===== src/design/acpr_pkg.sv =====
`timescale 1ns / 1ps
// ----------------------------------------------------------------------------
// acpr_pkg
// Shared types and constants for the attribute cell pixel renderer.
// ----------------------------------------------------------------------------
package acpr_pkg;

  // Item kinds on the input channel
  localparam logic MODE_CELL = 1'b0;
  localparam logic MODE_TICK = 1'b1;

  // Pixels per character cell
  localparam int CELL_PIXELS = 8;

  typedef logic [3:0] colour_t;

  // One character cell as taken from the input channel
  typedef struct packed {
    logic [7:0] row;
    logic [4:0] column;
    logic [7:0] bitmap;
    logic [7:0] attr;
  } cell_t;

endpackage


===== src/design/acpr_flash_timer.sv =====
`timescale 1ns / 1ps
// ----------------------------------------------------------------------------
// acpr_flash_timer
// Frame tick counter; toggles the flash phase once every FLASH_FRAMES ticks.
// ----------------------------------------------------------------------------
module acpr_flash_timer #(
  parameter int FLASH_FRAMES = 16
) (
  input  logic clk,
  input  logic rst,
  input  logic tick,
  output logic flash_phase
);

  localparam int CW = $clog2(FLASH_FRAMES);
  localparam logic [CW-1:0] LAST_COUNT = CW'(FLASH_FRAMES - 1);

  logic [CW-1:0] frame_counter;

  // Counter wraps at the last frame and flips the phase
  always_ff @(posedge clk) begin
    if (rst) begin
      frame_counter <= '0;
      flash_phase   <= 1'b0;
    end else if (tick) begin
      if (frame_counter == LAST_COUNT) begin
        frame_counter <= '0;
        flash_phase   <= ~flash_phase;
      end else begin
        frame_counter <= frame_counter + 1'b1;
      end
    end
  end

`ifndef ASSERT_OFF
  a_wrap_toggles: assert property (@(posedge clk) disable iff (rst)
    tick && frame_counter == LAST_COUNT |=> frame_counter == '0 &&
      flash_phase != $past(flash_phase))
    else $error("flash phase did not toggle on counter wrap");

  a_phase_holds: assert property (@(posedge clk) disable iff (rst)
    !(tick && frame_counter == LAST_COUNT) |=> $stable(flash_phase))
    else $error("flash phase changed without a counter wrap");
`endif

endmodule


===== src/design/acpr_cell_shifter.sv =====
`timescale 1ns / 1ps
// ----------------------------------------------------------------------------
// acpr_cell_shifter
// Latches one cell with its resolved ink and paper, then shifts out eight
// pixels, one per transfer, through an output register.
// ----------------------------------------------------------------------------
module acpr_cell_shifter
  import acpr_pkg::*;
(
  input  logic       clk,
  input  logic       rst,
  input  logic       load,
  input  cell_t      cell_in,
  input  logic       flash_phase,
  output logic       cell_ready,
  output logic       out_valid,
  input  logic       out_ready,
  output logic [7:0] pixel_x,
  output logic [7:0] pixel_y,
  output colour_t    colour_index,
  output logic       last
);

  localparam int PW = $clog2(CELL_PIXELS);
  localparam logic [PW-1:0] LAST_PIX = PW'(CELL_PIXELS - 1);

  logic          busy;
  logic [PW-1:0] cnt;
  logic [7:0]    bits;
  colour_t       ink;
  colour_t       paper;
  logic [4:0]    col;
  logic [7:0]    y;

  colour_t ink_next;
  colour_t paper_next;
  logic    emit;
  logic    emit_last;

  // Resolve colours from the attribute, swapping when flashing
  always_comb begin
    ink_next   = {cell_in.attr[6], cell_in.attr[2:0]};
    paper_next = {1'b1, cell_in.attr[5:3]};
    if (cell_in.attr[7] && flash_phase) begin
      ink_next   = {1'b1, cell_in.attr[5:3]};
      paper_next = {1'b1, cell_in.attr[2:0]};
    end
  end

  assign emit       = busy && (!out_valid || out_ready);
  assign emit_last  = emit && (cnt == LAST_PIX);
  assign cell_ready = !busy || emit_last;

  // Control state
  always_ff @(posedge clk) begin
    if (rst) begin
      busy      <= 1'b0;
      cnt       <= '0;
      out_valid <= 1'b0;
    end else begin
      if (load) begin
        busy <= 1'b1;
        cnt  <= '0;
      end else if (emit) begin
        cnt <= cnt + 1'b1;
        if (emit_last) busy <= 1'b0;
      end
      if (emit) begin
        out_valid <= 1'b1;
      end else if (out_ready) begin
        out_valid <= 1'b0;
      end
    end
  end

  // Cell payload and shifter
  always_ff @(posedge clk) begin
    if (load) begin
      bits  <= cell_in.bitmap;
      ink   <= ink_next;
      paper <= paper_next;
      col   <= cell_in.column;
      y     <= cell_in.row;
    end else if (emit) begin
      bits <= {bits[6:0], 1'b0};
    end
  end

  // Output register
  always_ff @(posedge clk) begin
    if (emit) begin
      pixel_x      <= {col, cnt};
      pixel_y      <= y;
      colour_index <= bits[7] ? ink : paper;
      last         <= (cnt == LAST_PIX);
    end
  end

`ifndef ASSERT_OFF
  a_load_busy: assert property (@(posedge clk) disable iff (rst)
    load |=> busy && cnt == '0)
    else $error("cell load did not start a pixel run");

  a_last_pos: assert property (@(posedge clk) disable iff (rst)
    out_valid && last |-> pixel_x[PW-1:0] == LAST_PIX)
    else $error("last flag on wrong pixel position");

  a_run_ends: assert property (@(posedge clk) disable iff (rst)
    emit_last && !load |=> !busy)
    else $error("shifter stayed busy after eighth pixel");
`endif

endmodule


===== src/design/attribute_cell_pixel_renderer.sv =====
`timescale 1ns / 1ps
// ----------------------------------------------------------------------------
// attribute_cell_pixel_renderer
// Character-cell renderer: one cell in, eight attribute-coloured pixels out.
// ----------------------------------------------------------------------------
// Usage:
//   Input channel (in_valid/in_ready) carries either a cell (mode 0: row,
//   column, bitmap_byte, attribute_byte) or a frame tick (mode 1, payload
//   ignored). Output channel (out_valid/out_ready) carries one pixel per
//   transfer, leftmost first, with last set on the eighth pixel.
//   The first pixel of a cell passes through the cell payload register and
//   then the output register. Throughput: one pixel per cycle while the
//   receiver does not stall; the next item is taken in the cycle the eighth
//   pixel moves to the output register, so cells stream back to back. Ticks
//   share the input channel and are taken under the same ready.
//   Flash phase is sampled when a cell is taken, so ticks that follow it
//   never affect its pixels.
//   Reset (rst, synchronous) clears the frame counter, flash phase, busy
//   flag and out_valid. When the receiver stalls, the output register
//   holds its pixel and the shifter and input channel stall behind it.
// ----------------------------------------------------------------------------
module attribute_cell_pixel_renderer
  import acpr_pkg::*;
#(
  parameter int FLASH_FRAMES = 16
) (
  input  logic       clk,
  input  logic       rst,
  input  logic       in_valid,
  output logic       in_ready,
  input  logic       mode,
  input  logic [7:0] row,
  input  logic [4:0] column,
  input  logic [7:0] bitmap_byte,
  input  logic [7:0] attribute_byte,
  output logic       out_valid,
  input  logic       out_ready,
  output logic [7:0] pixel_x,
  output logic [7:0] pixel_y,
  output logic [3:0] colour_index,
  output logic       last
);

  logic  xfer;
  logic  tick;
  logic  load;
  logic  flash_phase;
  logic  cell_ready;
  cell_t cell_in;

  // Input transfer decode
  assign xfer     = in_valid && in_ready;
  assign tick     = xfer && (mode == MODE_TICK);
  assign load     = xfer && (mode == MODE_CELL);
  assign in_ready = cell_ready;
  assign cell_in  = '{row: row, column: column, bitmap: bitmap_byte,
                      attr: attribute_byte};

  acpr_flash_timer #(
    .FLASH_FRAMES(FLASH_FRAMES)
  ) u_timer (
    .clk         (clk),
    .rst         (rst),
    .tick        (tick),
    .flash_phase (flash_phase)
  );

  acpr_cell_shifter u_shifter (
    .clk          (clk),
    .rst          (rst),
    .load         (load),
    .cell_in      (cell_in),
    .flash_phase  (flash_phase),
    .cell_ready   (cell_ready),
    .out_valid    (out_valid),
    .out_ready    (out_ready),
    .pixel_x      (pixel_x),
    .pixel_y      (pixel_y),
    .colour_index (colour_index),
    .last         (last)
  );

endmodule


===== config.mk =====
export PLATFORM = sky130hd
export DESIGN_NAME = attribute_cell_pixel_renderer
export DESIGN_NICKNAME = d
export VERILOG_FILES = /design/src/design/acpr_pkg.sv /design/src/design/acpr_flash_timer.sv /design/src/design/acpr_cell_shifter.sv /design/src/design/attribute_cell_pixel_renderer.sv
export SDC_FILE = /design/constraint.sdc
export NUM_CORES = 1
export LEC_CHECK = 0
export ABC_AREA = 1
export BUFFER_PORTS_ARGS = -buffer_cell sky130_fd_sc_hd__buf_4
export CAP_MARGIN = 20
export CORE_ASPECT_RATIO = 1.25
export CORE_UTILIZATION = 46
export DETAILED_ROUTE_END_ITERATION = 10
export GPL_ROUTABILITY_DRIVEN = 0
export PLACE_DENSITY = 0.73
export SLEW_MARGIN = 20
export SYNTH_ARGS = -nofsm -noshare
export SYNTH_HDL_FRONTEND = slang
export SYNTH_SLANG_ARGS = --single-unit

===== constraint.sdc =====
create_clock -name clk -period 1.5 [get_ports clk]
set_clock_uncertainty 0.1 [all_clocks]
set_input_delay 0.3 -clock clk [delete_from_list [all_inputs] [get_ports clk]]
set_output_delay 0.3 -clock clk [all_outputs]
set_load 0.1 [all_outputs]

* Word-level counts from Yosys, hierarchy flattened *
Index checks and enable logic that the tools add are counted.

storage, ports and cells
  output and inout bits = 23
  register bits = 60

cells by class
  reduce and logical (&&, ||, !) cells = 16
  bitwise gates (word level) = 2
  equal/unequal tests = 2
  multiplexer cells = 11
  add/sub/neg operators = 2

operators with widths
  kind                 count
  $mux 8               2
  $mux 4               2
  $logic_and 1x1->1    6
  $mux 3               2
  $reduce_bool 2->1    3
  $mux 1               5
  $add 4x1->4 const B  1
  $eq 4x4->1 const B   1
  $reduce_and 2->1     2
  $add 3x1->3 const B  1
  $eq 3x3->1 const B   1
  $logic_not 1->1      2
  $logic_or 1x1->1     2
  $not 1->1            2
  $reduce_or 2->1      1

* Depth between registers and ports, before layout *
Gate-level depths: netlist of run 1.

  depth after elaboration = 9
  depth in mapped cells = 9

* Hierarchy *
A second synthesis of run 1 with hierarchy kept.

unflattened totals
  cells, all modules = 163
  area total of the unflattened synthesis = 2,210.9 sq um

modules (own cells, without submodules)
  module                         cells each  seq. area each (sq um)  times used  area an instance (sq um)
  acpr_cell_shifter              128         1,571.5                 1           1,971.9
  acpr_flash_timer               31          100.1                   1           224.0
  attribute_cell_pixel_renderer  4           0.0                     1           15.0

* Worst setup path before layout of run 1 *
OpenSTA, ideal clock, no wires.

  kind = reg2reg
  from = reg u_shifter.out_valid
  to = reg u_shifter.bits[0] (enable)
  clock period less this slack = 2,251 ps
  setup slack = -751 ps
  library setup time = 298 ps
  arrival = 1,853 ps
  stages on the path, launching flop included = 7
  cell sequence = dfxtp_1 nand2_2 nand2_2 nand2_4 nand3_4 buf_6 nand2_1

on the way
  word-level cells in the longest chain between the ends = 8

ends and longest elaborated chain
  what                         RTL line                             RTL
  from (decl)                  acpr_cell_shifter.sv:16              output logic out_valid,
  from (signal assigned)       acpr_cell_shifter.sv:59              out_valid <= 1'b0;
  from (signal assigned)       acpr_cell_shifter.sv:69              out_valid <= 1'b1;
  from (signal assigned)       acpr_cell_shifter.sv:71              out_valid <= 1'b0;
  $logic_not 1->1              acpr_cell_shifter.sv:50              assign emit = busy && (!out_valid || out_ready);
  $logic_or 1x1->1             acpr_cell_shifter.sv:50
  $logic_and 1x1->1            acpr_cell_shifter.sv:50
  $logic_and 1x1->1            acpr_cell_shifter.sv:51              assign emit_last = emit && (cnt == LAST_PIX);
  $logic_or 1x1->1             acpr_cell_shifter.sv:52              assign cell_ready = !busy || emit_last;
  named net in_ready           attribute_cell_pixel_renderer.sv:30  output logic in_ready,
  $logic_and 1x1->1            attribute_cell_pixel_renderer.sv:52  assign xfer = in_valid && in_ready;
  $logic_and 1x1->1            attribute_cell_pixel_renderer.sv:54  assign load = xfer && (mode == MODE_CELL);
  $reduce_bool 2->1 (no line)  n/a
  to (signal assigned)         acpr_cell_shifter.sv:79              bits <= cell_in.bitmap;
  to (signal assigned)         acpr_cell_shifter.sv:85              bits <= {bits[6:0], 1'b0};
  to (decl)                    acpr_cell_shifter.sv:29              logic [7:0] bits;

The timed path passes the listed nets, and every way through them passes these cells.
A chain may end at the register's enable or synchronous reset.

* Worst setup path after layout of run 1 *
  from = reg u_shifter.cnt[1]
  to = out in_ready

on the way
  word-level cells in the longest chain between the ends = 3

ends and longest elaborated chain
  what                    RTL line                             RTL
  from (decl)             acpr_cell_shifter.sv:28              logic [PW-1:0] cnt;
  from (signal assigned)  acpr_cell_shifter.sv:65              cnt <= cnt + 1'b1;
  $eq 3x3->1              acpr_cell_shifter.sv:51
  $logic_and 1x1->1       acpr_cell_shifter.sv:51
  $logic_or 1x1->1        acpr_cell_shifter.sv:52
  to (decl)               attribute_cell_pixel_renderer.sv:30

Every way passes these cells.

==> results of run 1 <==
-- stage by stage --
stage,instances,setup TNS [ns],cell area [sq um],utilization [%]
after global routing,314,-13.38,3340,74.4
after floorplan,166,-4.38,2290,-
final,314,-10.60,3340,74.4
after detailed placement,289,-0.436,2880,64.0
after global placement,289,-0.0746,2880,64.0
after CTS,311,-10.49,3220,71.7
-- worst min path at each step --
stage | end | startpoint | slack (ns)
2_1_floorplan | u_shifter.out_valid$_SDFFE_PP0P_ | rst | 0.26
3_3_place_gp | u_shifter.pixel_y[0]$_DFFE_PP_ | u_shifter.y[0]$_DFFE_PP_ | 0.30
3_5_place_dp | u_shifter.pixel_y[6]$_DFFE_PP_ | u_shifter.y[6]$_DFFE_PP_ | 0.31
4_1_cts | u_shifter.y[5]$_DFFE_PP_ | row[5] | 0.02
5_1_grt | u_shifter.y[5]$_DFFE_PP_ | row[5] | 0.01
6_report | u_shifter.y[5]$_DFFE_PP_ | row[5] | 0.04
-- logic make-up after synthesis --
| kind of cell | count (synthesis) | share of synthesized area, % |
|---|---|---|
| multiplexers | 3 | 1.53 |
| flip-flops | 59 | 75.7 |
| adder cells (fa/ha/maj) | 3 | 1.70 |
| AND/OR/NAND/NOR | 68 | 14.1 |
| AO/OA/AOI/OAI | 14 | 3.17 |
| XOR/XNOR | 1 | 0.397 |
| buffers and inverters | 18 | 3.40 |
-- cell usage after synthesis --
master and count:
a21oi_1 11, buf_6 1, clkbuf_1 1, dfxtp_1 10
edfxtp_1 49, ha_1 3, inv_1 14, inv_2 2
mux2_2 3, nand2_1 49, nand2_2 4, nand2_4 1
nand3_1 1, nand3_4 2, nand4_1 2, nor2_1 7
nor2_2 1, o21ai_0 3, or2_0 1, xor2_1 1
-- sequential cells by signal, indices dropped and copies added (netlist names), 3 cells and up --
register	cells
u_shifter.ink	4
u_shifter.y	8
u_shifter.col	5
u_shifter.pixel_y	8
u_timer.frame_counter	4
u_shifter.paper	3
u_shifter.bits	8
u_shifter.pixel_x	8
u_shifter.colour_index	4
u_shifter.cnt	3
-- repair_timing --
action / in CTS / in global routing
buffers inserted: 5 / 2
endpoints found under the setup margin: 36 / 46
pin swaps: 4 / 8
resized for setup: 14 / 26
gates cloned: 1 / 1
-- area by class of cell --
cell class	instances	area, sq um	area share, %
sequential	59	1680	50.2
timing repair buffer	74	644	19.3
multi-input combinational	89	599	17.9
clock buffer	9	124	3.70
clock inverter	7	116	3.48
inverter	16	82.6	2.47
tap	58	72.6	2.17
timing repair inverter	2	27.5	0.823
-- power breakdown --
group	switching (W)	internal, W
logic	0.000372	0.000207
registers	0.0000375	0.00187
clock network	0.000622	0.00110
-- critical path: stages (launching register included) --
cell	delay [ns]
dfxtp_2	0.33
ha_4	0.16
ha_4	0.16
nand2_4	0.07
nand2_8	0.05
buf_6	0.12
buf_12	0.15
-- layer usage --
metal	vias up	global-route usage, %
met5	-	0
met4	0	9.55
li1	739	-
met2	50	29.3
met1	675	17.2
met3	8	8.00
==> flow_summary.yaml, run 1 <==
global_route:
  grt_pass1_vias: 1408
  grt_max_degree: 24
  grt_usage_pct: 17.2
  grt_pass1_wl_um: 6130
  antenna_found_initial: 0
  gr-total-overflow: 0
place:
  place_hpwl_um: 2640
  port_buffers: 56
  dp_slack_ns: -0.0335
detailed_routing:
  drcViolationCount: 0
  first_iter_violations: 64
  wirelength_um: 4140
  top_layer: "met4"
  viasPerCell: 4.69
  antenna_left: 0
  met1Wirelength_um: 1540
  first_pass_iters: 4
  wire_per_inst_um: 13.2
  dr_wl_met3_um: 236
  via_count: 1472
  met2_wirelength_um: 2290
clock_network:
  clkSinkCount: 59
  htree_levels: 3
  clockBufferDepth: 2
  postCtsHoldBufs: 0
  insertion_delay_ns: 0.33
  cts_inserted_buffers: 9
  cts_tree: "built"
  cts_root_buf: "clkbuf_8"
  clk_pin_slew_ns: 0.07
synth:
  syn-cell-area_sq_um: 2210
  yosys_register_bits: 59
  synth_top_area_share_pct: 66.6
  syn_nets: 203
  netlist_top_cells_area: "edfxtp_1 67%, dfxtp_1 9.1%, nand2_1 8.3%"
  synth-seq-area-share_pct: 75.7
  synthCells: 166
  ys_types: 20
  syn_avg_cell_area_sq_um: 13.3
  yosys_warnings: 0
  yosysTopAreaCell: "edfxtp_1"
floorplan:
  core_area_sq_um: 4490
  die_area_sq_um: 5080
  rows: 27
  die_w_um: 64.0
  start_util_pct: 49.2
  die_h_um: 79.5
  io_pins: 57
run_status:
  failed_checks: "negative setup slack"
  status: "finished, violations left"
final_layout:
  layout-drive-gt1-share_pct: 52.3
  final_common_cell: "buf_4"
  antenna_cells: 0
  fill_cells: 304
  layout_common_cells: "63 x buf_4, 49 x edfxtp_1, 32 x nand2_1, 15 x nand2_2, 13 x inv_1"
  fin_nets: 288
  area_growth_pct: 51.4
sta:
  clock.fmax_ghz: 0.561
  drv_slew: 0
  post-route-period-util_pct: 119
  slew_headroom_pct: 76.8
  holdWs_ns: 0.0413
  rsz0062_at_grt: "true"
  min_period_ns: 1.78
  hold_viol: 0
  worst_slack_ns: -0.284
  finalSetupViolCount: 46
  tightest_slew_ns: 0.347
worst_setup_path:
  r2r_setup_slack_ns: -0.27
  crit_required_ns: 1.10
  regToRegEndpoint: "u_shifter.col[2]$_DFFE_PP_"
  worstSetupEndpointType: "output port"
  worstSetupPathType: "register to output port"
  critPathLaunch: "u_shifter.cnt[1]$_SDFFE_PP0P_"
  critPathMaxFanout: 2
  r2r_start: "u_shifter.cnt[1]$_SDFFE_PP0P_"
  cp.arrival_ns: 1.38
  endpoint: "in_ready"
  startpoint_type: "register"
  reg2reg_depth: 9
flow_run:
  drv_cap: 0
power_and_ir_drop:
  power_density_nw_per_um2: 1260
  irDropWorstVdd_mv: 1.19
  p_total_w: 0.00421
  p_leak_nw: 1.39
min_path:
  holdCritPathClass: "input port to register"
  holdPathStages: 1
Power figures use the tool's default switching activity.
==> inputs of run 2 (changes only) <==
Settings changed: GPL_TIMING_DRIVEN set to 0.
==> run 2 against run 1 <==
Compared with the run above: the run still ends with negative setup slack left; power down 2.6%; core utilization down 4.1 points; cell area shrank 5.5%; worst hold slack improved by 0.015 ns; routed wire length fell by 4.3%; fmax is 4.8% higher; first-iteration DRC count down 1.6%; die area unchanged; setup slack improved by 0.082 ns; sequential cell count unchanged; count of clock-buffer cells in the layout up 1; largest power group unchanged.
==> flow_summary.yaml, run 2 (same netlist as run 1, synthesis figures left out) <==
run_status:
  status: "finished, violations left"
  failed_checks: "negative setup slack"
floorplan:
  die_area_sq_um: 5080
  die_w_um: 64.0
  core_area_sq_um: 4490
  io_pins: 57
  rows: 27
  die_h_um: 79.5
  start_util_pct: 49.2
power_and_ir_drop:
  power_density_nw_per_um2: 1300
  p_leak_nw: 1.30
  irDropWorstVdd_mv: 0.815
  p_total_w: 0.00410
worst_setup_path:
  critPathLaunch: "u_shifter.cnt[0]$_SDFFE_PP0P_"
  r2r_setup_slack_ns: -0.19
  r2r_start: "u_shifter.cnt[0]$_SDFFE_PP0P_"
  worstSetupEndpointType: "output port"
  startpoint_type: "register"
  crit_required_ns: 1.10
  reg2reg_depth: 9
  worstSetupPathType: "register to output port"
  critPathMaxFanout: 2
  cp.arrival_ns: 1.30
  endpoint: "in_ready"
  regToRegEndpoint: "u_shifter.bits[7]$_DFFE_PP_"
detailed_routing:
  drcViolationCount: 0
  via_count: 1447
  wirelength_um: 3960
  first_pass_iters: 4
  first_iter_violations: 63
  antenna_left: 0
  wire_per_inst_um: 13.1
  viasPerCell: 4.78
sta:
  hold_viol: 0
  post-route-period-util_pct: 113
  tightest_slew_ns: 0.347
  tns_ns: -6.02
  finalSetupViolCount: 45
  drv_slew: 0
  clock.fmax_ghz: 0.588
  worst_slack_ns: -0.202
  rsz0062_at_grt: "true"
  min_period_ns: 1.70
  slew_headroom_pct: 76.9
final_layout:
  fin_area_sq_um: 3160
  fin_util_pct: 70.3
  antenna_cells: 0
  final_common_cell: "buf_4"
  layout-drive-gt1-share_pct: 44.1
  area_growth_pct: 43.1
  stdcell_count: 303
  layout_common_cells: "58 x buf_4, 49 x edfxtp_1, 43 x nand2_1, 12 x inv_1, 9 x clkbuf_8"
  fin_nets: 277
global_route:
  antenna_found_initial: 0
  grt_max_degree: 28
  grt_pass1_vias: 1376
  grt_usage_pct: 16.2
  grt_pass1_wl_um: 5980
  gr-total-overflow: 0
place:
  place_area_sq_um: 2780
  port_buffers: 56
  place_hpwl_um: 2510
  placedCellCount: 280
min_path:
  holdCritPathClass: "input port to register"
  hp-start: "row[5]"
clock_network:
  clockBufferDepth: 2
  htree_levels: 3
  clkSinkCount: 59
  cts_root_buf: "clkbuf_8"
  clk_pin_slew_ns: 0.06
  cts_tree: "built"
  insertion_delay_ns: 0.32
  cts_inserted_buffers: 9
  postCtsHoldBufs: 0
flow_run:
  drv_cap: 0
-- run 2: changes by cell type in the layout (fill, tap and decap cells not counted), moves of 2 or more --
| cell | delta |
|---|---|
| a21oi_1 | +3 |
| a21oi_2 | -3 |
| buf_12 | -3 |
| buf_4 | -5 |
| buf_6 | -3 |
| clkbuf_1 | +2 |
| nand2_1 | +11 |
| nand2_2 | -11 |
-- run 2: layout make-up --
cell class	count	area (sq um)
clock buffers	10	128
fillers	330	1330
plain buffers	2	23.8
inverters	16	73.8
clock inverters	6	104
repair buffers	62	503
flip-flops and latches	59	1680
well taps	58	72.6
multi-input cells	89	568
repair inverters	1	7.51
-- run 2: per-layer routing --
layer	share of wire, %	global-route usage [%]
met1	39	18.0
met5	0	0
met2	52	26.6
met3	6.6	7.14
met4	1.9	7.27
-- run 2: worst min path at each step --
stage	end	slack [ns]	cells past startpoint
floorplan	u_shifter.out_valid$_SDFFE_PP0P_	0.26	1
global placement	u_shifter.pixel_y[0]$_DFFE_PP_	0.30	0
detailed placement	u_shifter.pixel_x[3]$_DFFE_PP_	0.31	0
CTS	u_shifter.y[3]$_DFFE_PP_	0.04	1
global route	u_shifter.y[3]$_DFFE_PP_	0.03	1
finish	u_shifter.y[5]$_DFFE_PP_	0.06	1
-- run 2: timing repair --
action                                  4_1_cts  5_1_grt
setup buffers                                 3        2
gates resized for setup                       7       16
pin swaps                                     1        1
endpoints found under the setup margin       58       46
cloned                                        1        1
-- run 2: stage by stage --
stage               worst slack, ns  hold WS (ns)
finish                       -0.202        0.0567
global route                 -0.260        0.0297
CTS                          -0.217        0.0428
detailed placement           -0.180         0.305
global placement             -0.136         0.300
floorplan                    -0.130         0.259
-- run 2: critical path, stage by stage, from the launching register on --
cell and delay [ns]:
dfxtp_4 0.35, ha_4 0.16, ha_4 0.16, nand2_4 0.08, nand2_8 0.06, buf_12 0.17
-- run 2: report_power, final --
group / switching, W / internal (W) / leakage [nW] / total (W)
combinational: 0.000357 / 0.000169 / 0.642 / 0.000526
sequential: 0.0000315 / 0.00187 / 0.542 / 0.00190
clock: 0.000578 / 0.00109 / 0.118 / 0.00167
total: 0.000966 / 0.00313 / 1.30 / 0.00410
==> inputs of run 3 (changes only) <==
Settings changed: ABC_AREA 1 to not set, CORE_UTILIZATION 46 to 47, PLACE_DENSITY 0.73 to 0.74.
==> run 3 against run 2 <==
Compared with the run above: the run still ends with negative setup slack left; via count decreased by 2.3%; sequential cell count unchanged; sequential power about the same; critical endpoint is now u_shifter.bits[6]$_DFFE_PP_; die area decreased by 0.44%; non-clock buffer count increased by 10; clock power decreased by 5%; routed wire length increased by 19%; synthesized cell count decreased by 23%; worst hold slack got worse by 0.025 ns; area after synthesis increased by 1.7%; setup slack got worse by 0.082 ns; largest cell class unchanged; highest routed layer unchanged; count of clock-buffer cells in the layout decreased by 1.
==> flow_summary.yaml, run 3 <==
run_status:
  status: "finished, violations left"
  failed_checks: "negative setup slack"
detailed_routing:
  wire_per_inst_um: 17.3
  viasPerCell: 5.18
  first_pass_iters: 7
  first_iter_violations: 39
  antenna_left: 0
  drcViolationCount: 0
  wirelength_um: 4730
  via_count: 1414
floorplan:
  die_w_um: 63.8
  io_pins: 57
  die_area_sq_um: 5060
  rows: 27
  die_h_um: 79.3
  start_util_pct: 50.0
  core_area_sq_um: 4490
synth:
  synth_most_common_cell: "edfxtp_1"
  yosysTopAreaCell: "edfxtp_1"
  syn_nets: 164
  yosys_warnings: 0
  synth-seq-area-share_pct: 74.4
  ys_types: 28
  ys_async_sr_fraction_pct: 0
  synth_top_area_share_pct: 65.5
  ys.flop_type: "edfxtp_1"
  syn_avg_cell_area_sq_um: 17.7
  synthCells: 127
  synth-edff-count: 49
  syn-cell-area_sq_um: 2250
  netlist_top_cells_area: "edfxtp_1 66%, dfxtp_1 8.9%, mux2_1 4.0%"
  synthTopCellsByCount: "49 x edfxtp_1, 10 x dfxtp_1, 8 x mux2_1, 6 x mux2_2"
  yosys_register_bits: 59
power_and_ir_drop:
  irDropWorstVdd_mv: 0.832
  pwr-share-seq_pct: 46.8
  comb_power_share_pct: 14.2
  power_density_nw_per_um2: 1220
  power_switching_w: 0.00104
  p_int_w: 0.00302
  switching_share_pct: 25.6
  clkPwrFrac_pct: 38.9
  p_leak_nw: 1.29
sta:
  post-route-period-util_pct: 119
  min_period_ns: 1.78
  worst_slack_ns: -0.284
  finalSetupViolCount: 45
  slew_headroom_pct: 55.2
  drv_slew: 0
  tightest_slew_ns: 0.672
  clock.fmax_ghz: 0.560
  hold_viol: 0
  rsz0062_at_grt: "true"
clock_network:
  cts_inserted_buffers: 9
  postCtsHoldBufs: 0
  cts_tree: "built"
  clk_pin_slew_ns: 0.08
  cts_root_buf: "clkbuf_8"
  clkSinkCount: 59
  clockBufferDepth: 2
  htree_levels: 3
  insertion_delay_ns: 0.33
global_route:
  antenna_found_initial: 0
  gr-total-overflow: 0
  grt_usage_pct: 20.2
  grt_pass1_wl_um: 7200
  grt_max_degree: 12
  grt_pass1_vias: 1503
place:
  port_buffers: 55
  place_area_sq_um: 2830
  place_hpwl_um: 2800
  dp_slack_ns: -0.373
final_layout:
  antenna_cells: 0
  area_growth_pct: 47.8
  final_common_cell: "buf_4"
  layout-drive-gt1-share_pct: 58.1
  layout_common_cells: "60 x buf_4, 49 x edfxtp_1, 9 x mux2_4, 9 x clkbuf_8, 7 x dfxtp_1"
  fin_nets: 247
  fin_area_sq_um: 3320
worst_setup_path:
  r2r_start: "u_shifter.cnt[1]$_SDFFE_PP0P_"
  crit_required_ns: 1.49
  cp.arrival_ns: 1.77
  worstSetupEndpointType: "register"
  crit_path_top_delay_cell: "dfxtp_4"
  startpoint_type: "register"
  worstSetupPathType: "register to register"
  slowest_delay_ns: 0.36
  crit_family: "flip-flops"
  critPathMaxFanout: 6
  cpMostUsedCell: "ha_4"
  critPathLaunch: "u_shifter.cnt[1]$_SDFFE_PP0P_"
  crit_buf_inv: 1
  path_cells: "ha_4 > ha_4 > a31oi_4 > nor2_4 > buf_12 > mux2_4"
flow_run:
  drv_cap: 0
min_path:
  hp-start: "column[4]"
  holdCritPathClass: "input port to register"
==> run 3: cell types whose count changed after synthesis, moves of 5 or more <==
cell      delta
nand2_1     -46
inv_1       -12
a21oi_1      -8
mux2_1       +8
mux2_4       +5
nand2b_1     +5
==> run 3: final timing paths <==
| check | to | slack [ns] | cells past startpoint |
|---|---|---|---|
| max | u_shifter.bits[6]$_DFFE_PP_ | -0.28 | 6 |
| min | u_shifter.col[4]$_DFFE_PP_ | 0.03 | 1 |
| max reg2reg | u_shifter.bits[6]$_DFFE_PP_ | -0.28 | 6 |
| min reg2reg | u_shifter.pixel_x[6]$_DFFE_PP_ | 0.32 | 0 |
==> run 3: timing repair <==
action,in CTS,in global routing
gates cloned,3,0
endpoints found under the hold margin,0,0
gates resized for setup,21,18
endpoints found under the setup margin,64,45
setup buffers,10,9
pin swaps,7,3
==> run 3: per-stage QoR <==
stage / util, % / power, W / hold WS (ns) / cells / setup TNS (ns)
final: 73.9 / 0.00406 / 0.0318 / 273 / -7.76
after global routing: 73.9 / 0.00418 / 0.0158 / 273 / -9.96
after CTS: 72.6 / 0.00405 / 0.0298 / 269 / -7.81
after detailed placement: 62.9 / 0.00243 / 0.306 / 240 / -9.45
after global placement: 62.9 / 0.00241 / 0.301 / 240 / -6.14
after floorplan: - / 0.00228 / 0.299 / 127 / -4.00
==> run 3: logic make-up (layout without fill, tap and decap cells) <==
group / Yosys count / in the layout / synth area share, %
AO/OA/AOI/OAI: 8 / 8 / 2.79
multiplexers: 21 / 21 / 11.3
flip-flops: 59 / 59 / 74.4
AND/OR/NAND/NOR: 30 / 30 / 8.30
XOR/XNOR: 1 / 1 / 0.390
buffers and inverters: 5 / 93 / 1.17
adder cells (fa/ha/maj): 3 / 3 / 1.67
==> run 3: worst reg2reg max path: stages, from the launching register on <==
cell	delay [ns]
dfxtp_4	0.36
ha_4	0.16
ha_4	0.18
a31oi_4	0.19
nor2_4	0.09
buf_12	0.17
mux2_4	0.29
==> run 3: cell type report <==
class                   instances  area (sq um)
flip-flops and latches         59          1680
fillers                       269          1170
multi-input cells              63           688
repair buffers                 71           613
clock buffers                   9           124
clock inverters                 7          92.6
well taps                      58          72.6
plain buffers                   3          27.5
inverters                       2          13.8
repair inverters                1          7.51
==> run 3: power by group through the flow <==
stage                     Clock (W)  Sequential (W)  Combinational, W
final                       0.00158         0.00190          0.000578
after CTS                   0.00158         0.00190          0.000565
after detailed placement          0         0.00194          0.000487
after floorplan                   0         0.00212          0.000155
after global placement            0         0.00193          0.000474
after global routing        0.00167         0.00191          0.000602
==> run 3: layer usage <==
metal,wire [um],vias to the layer above,global-route usage [%]
met5,0,-,0
met4,159,0,13.0
met3,240,13,5.17
met2,2620,58,36.1
met1,1710,689,20.6
li1,-,654,-
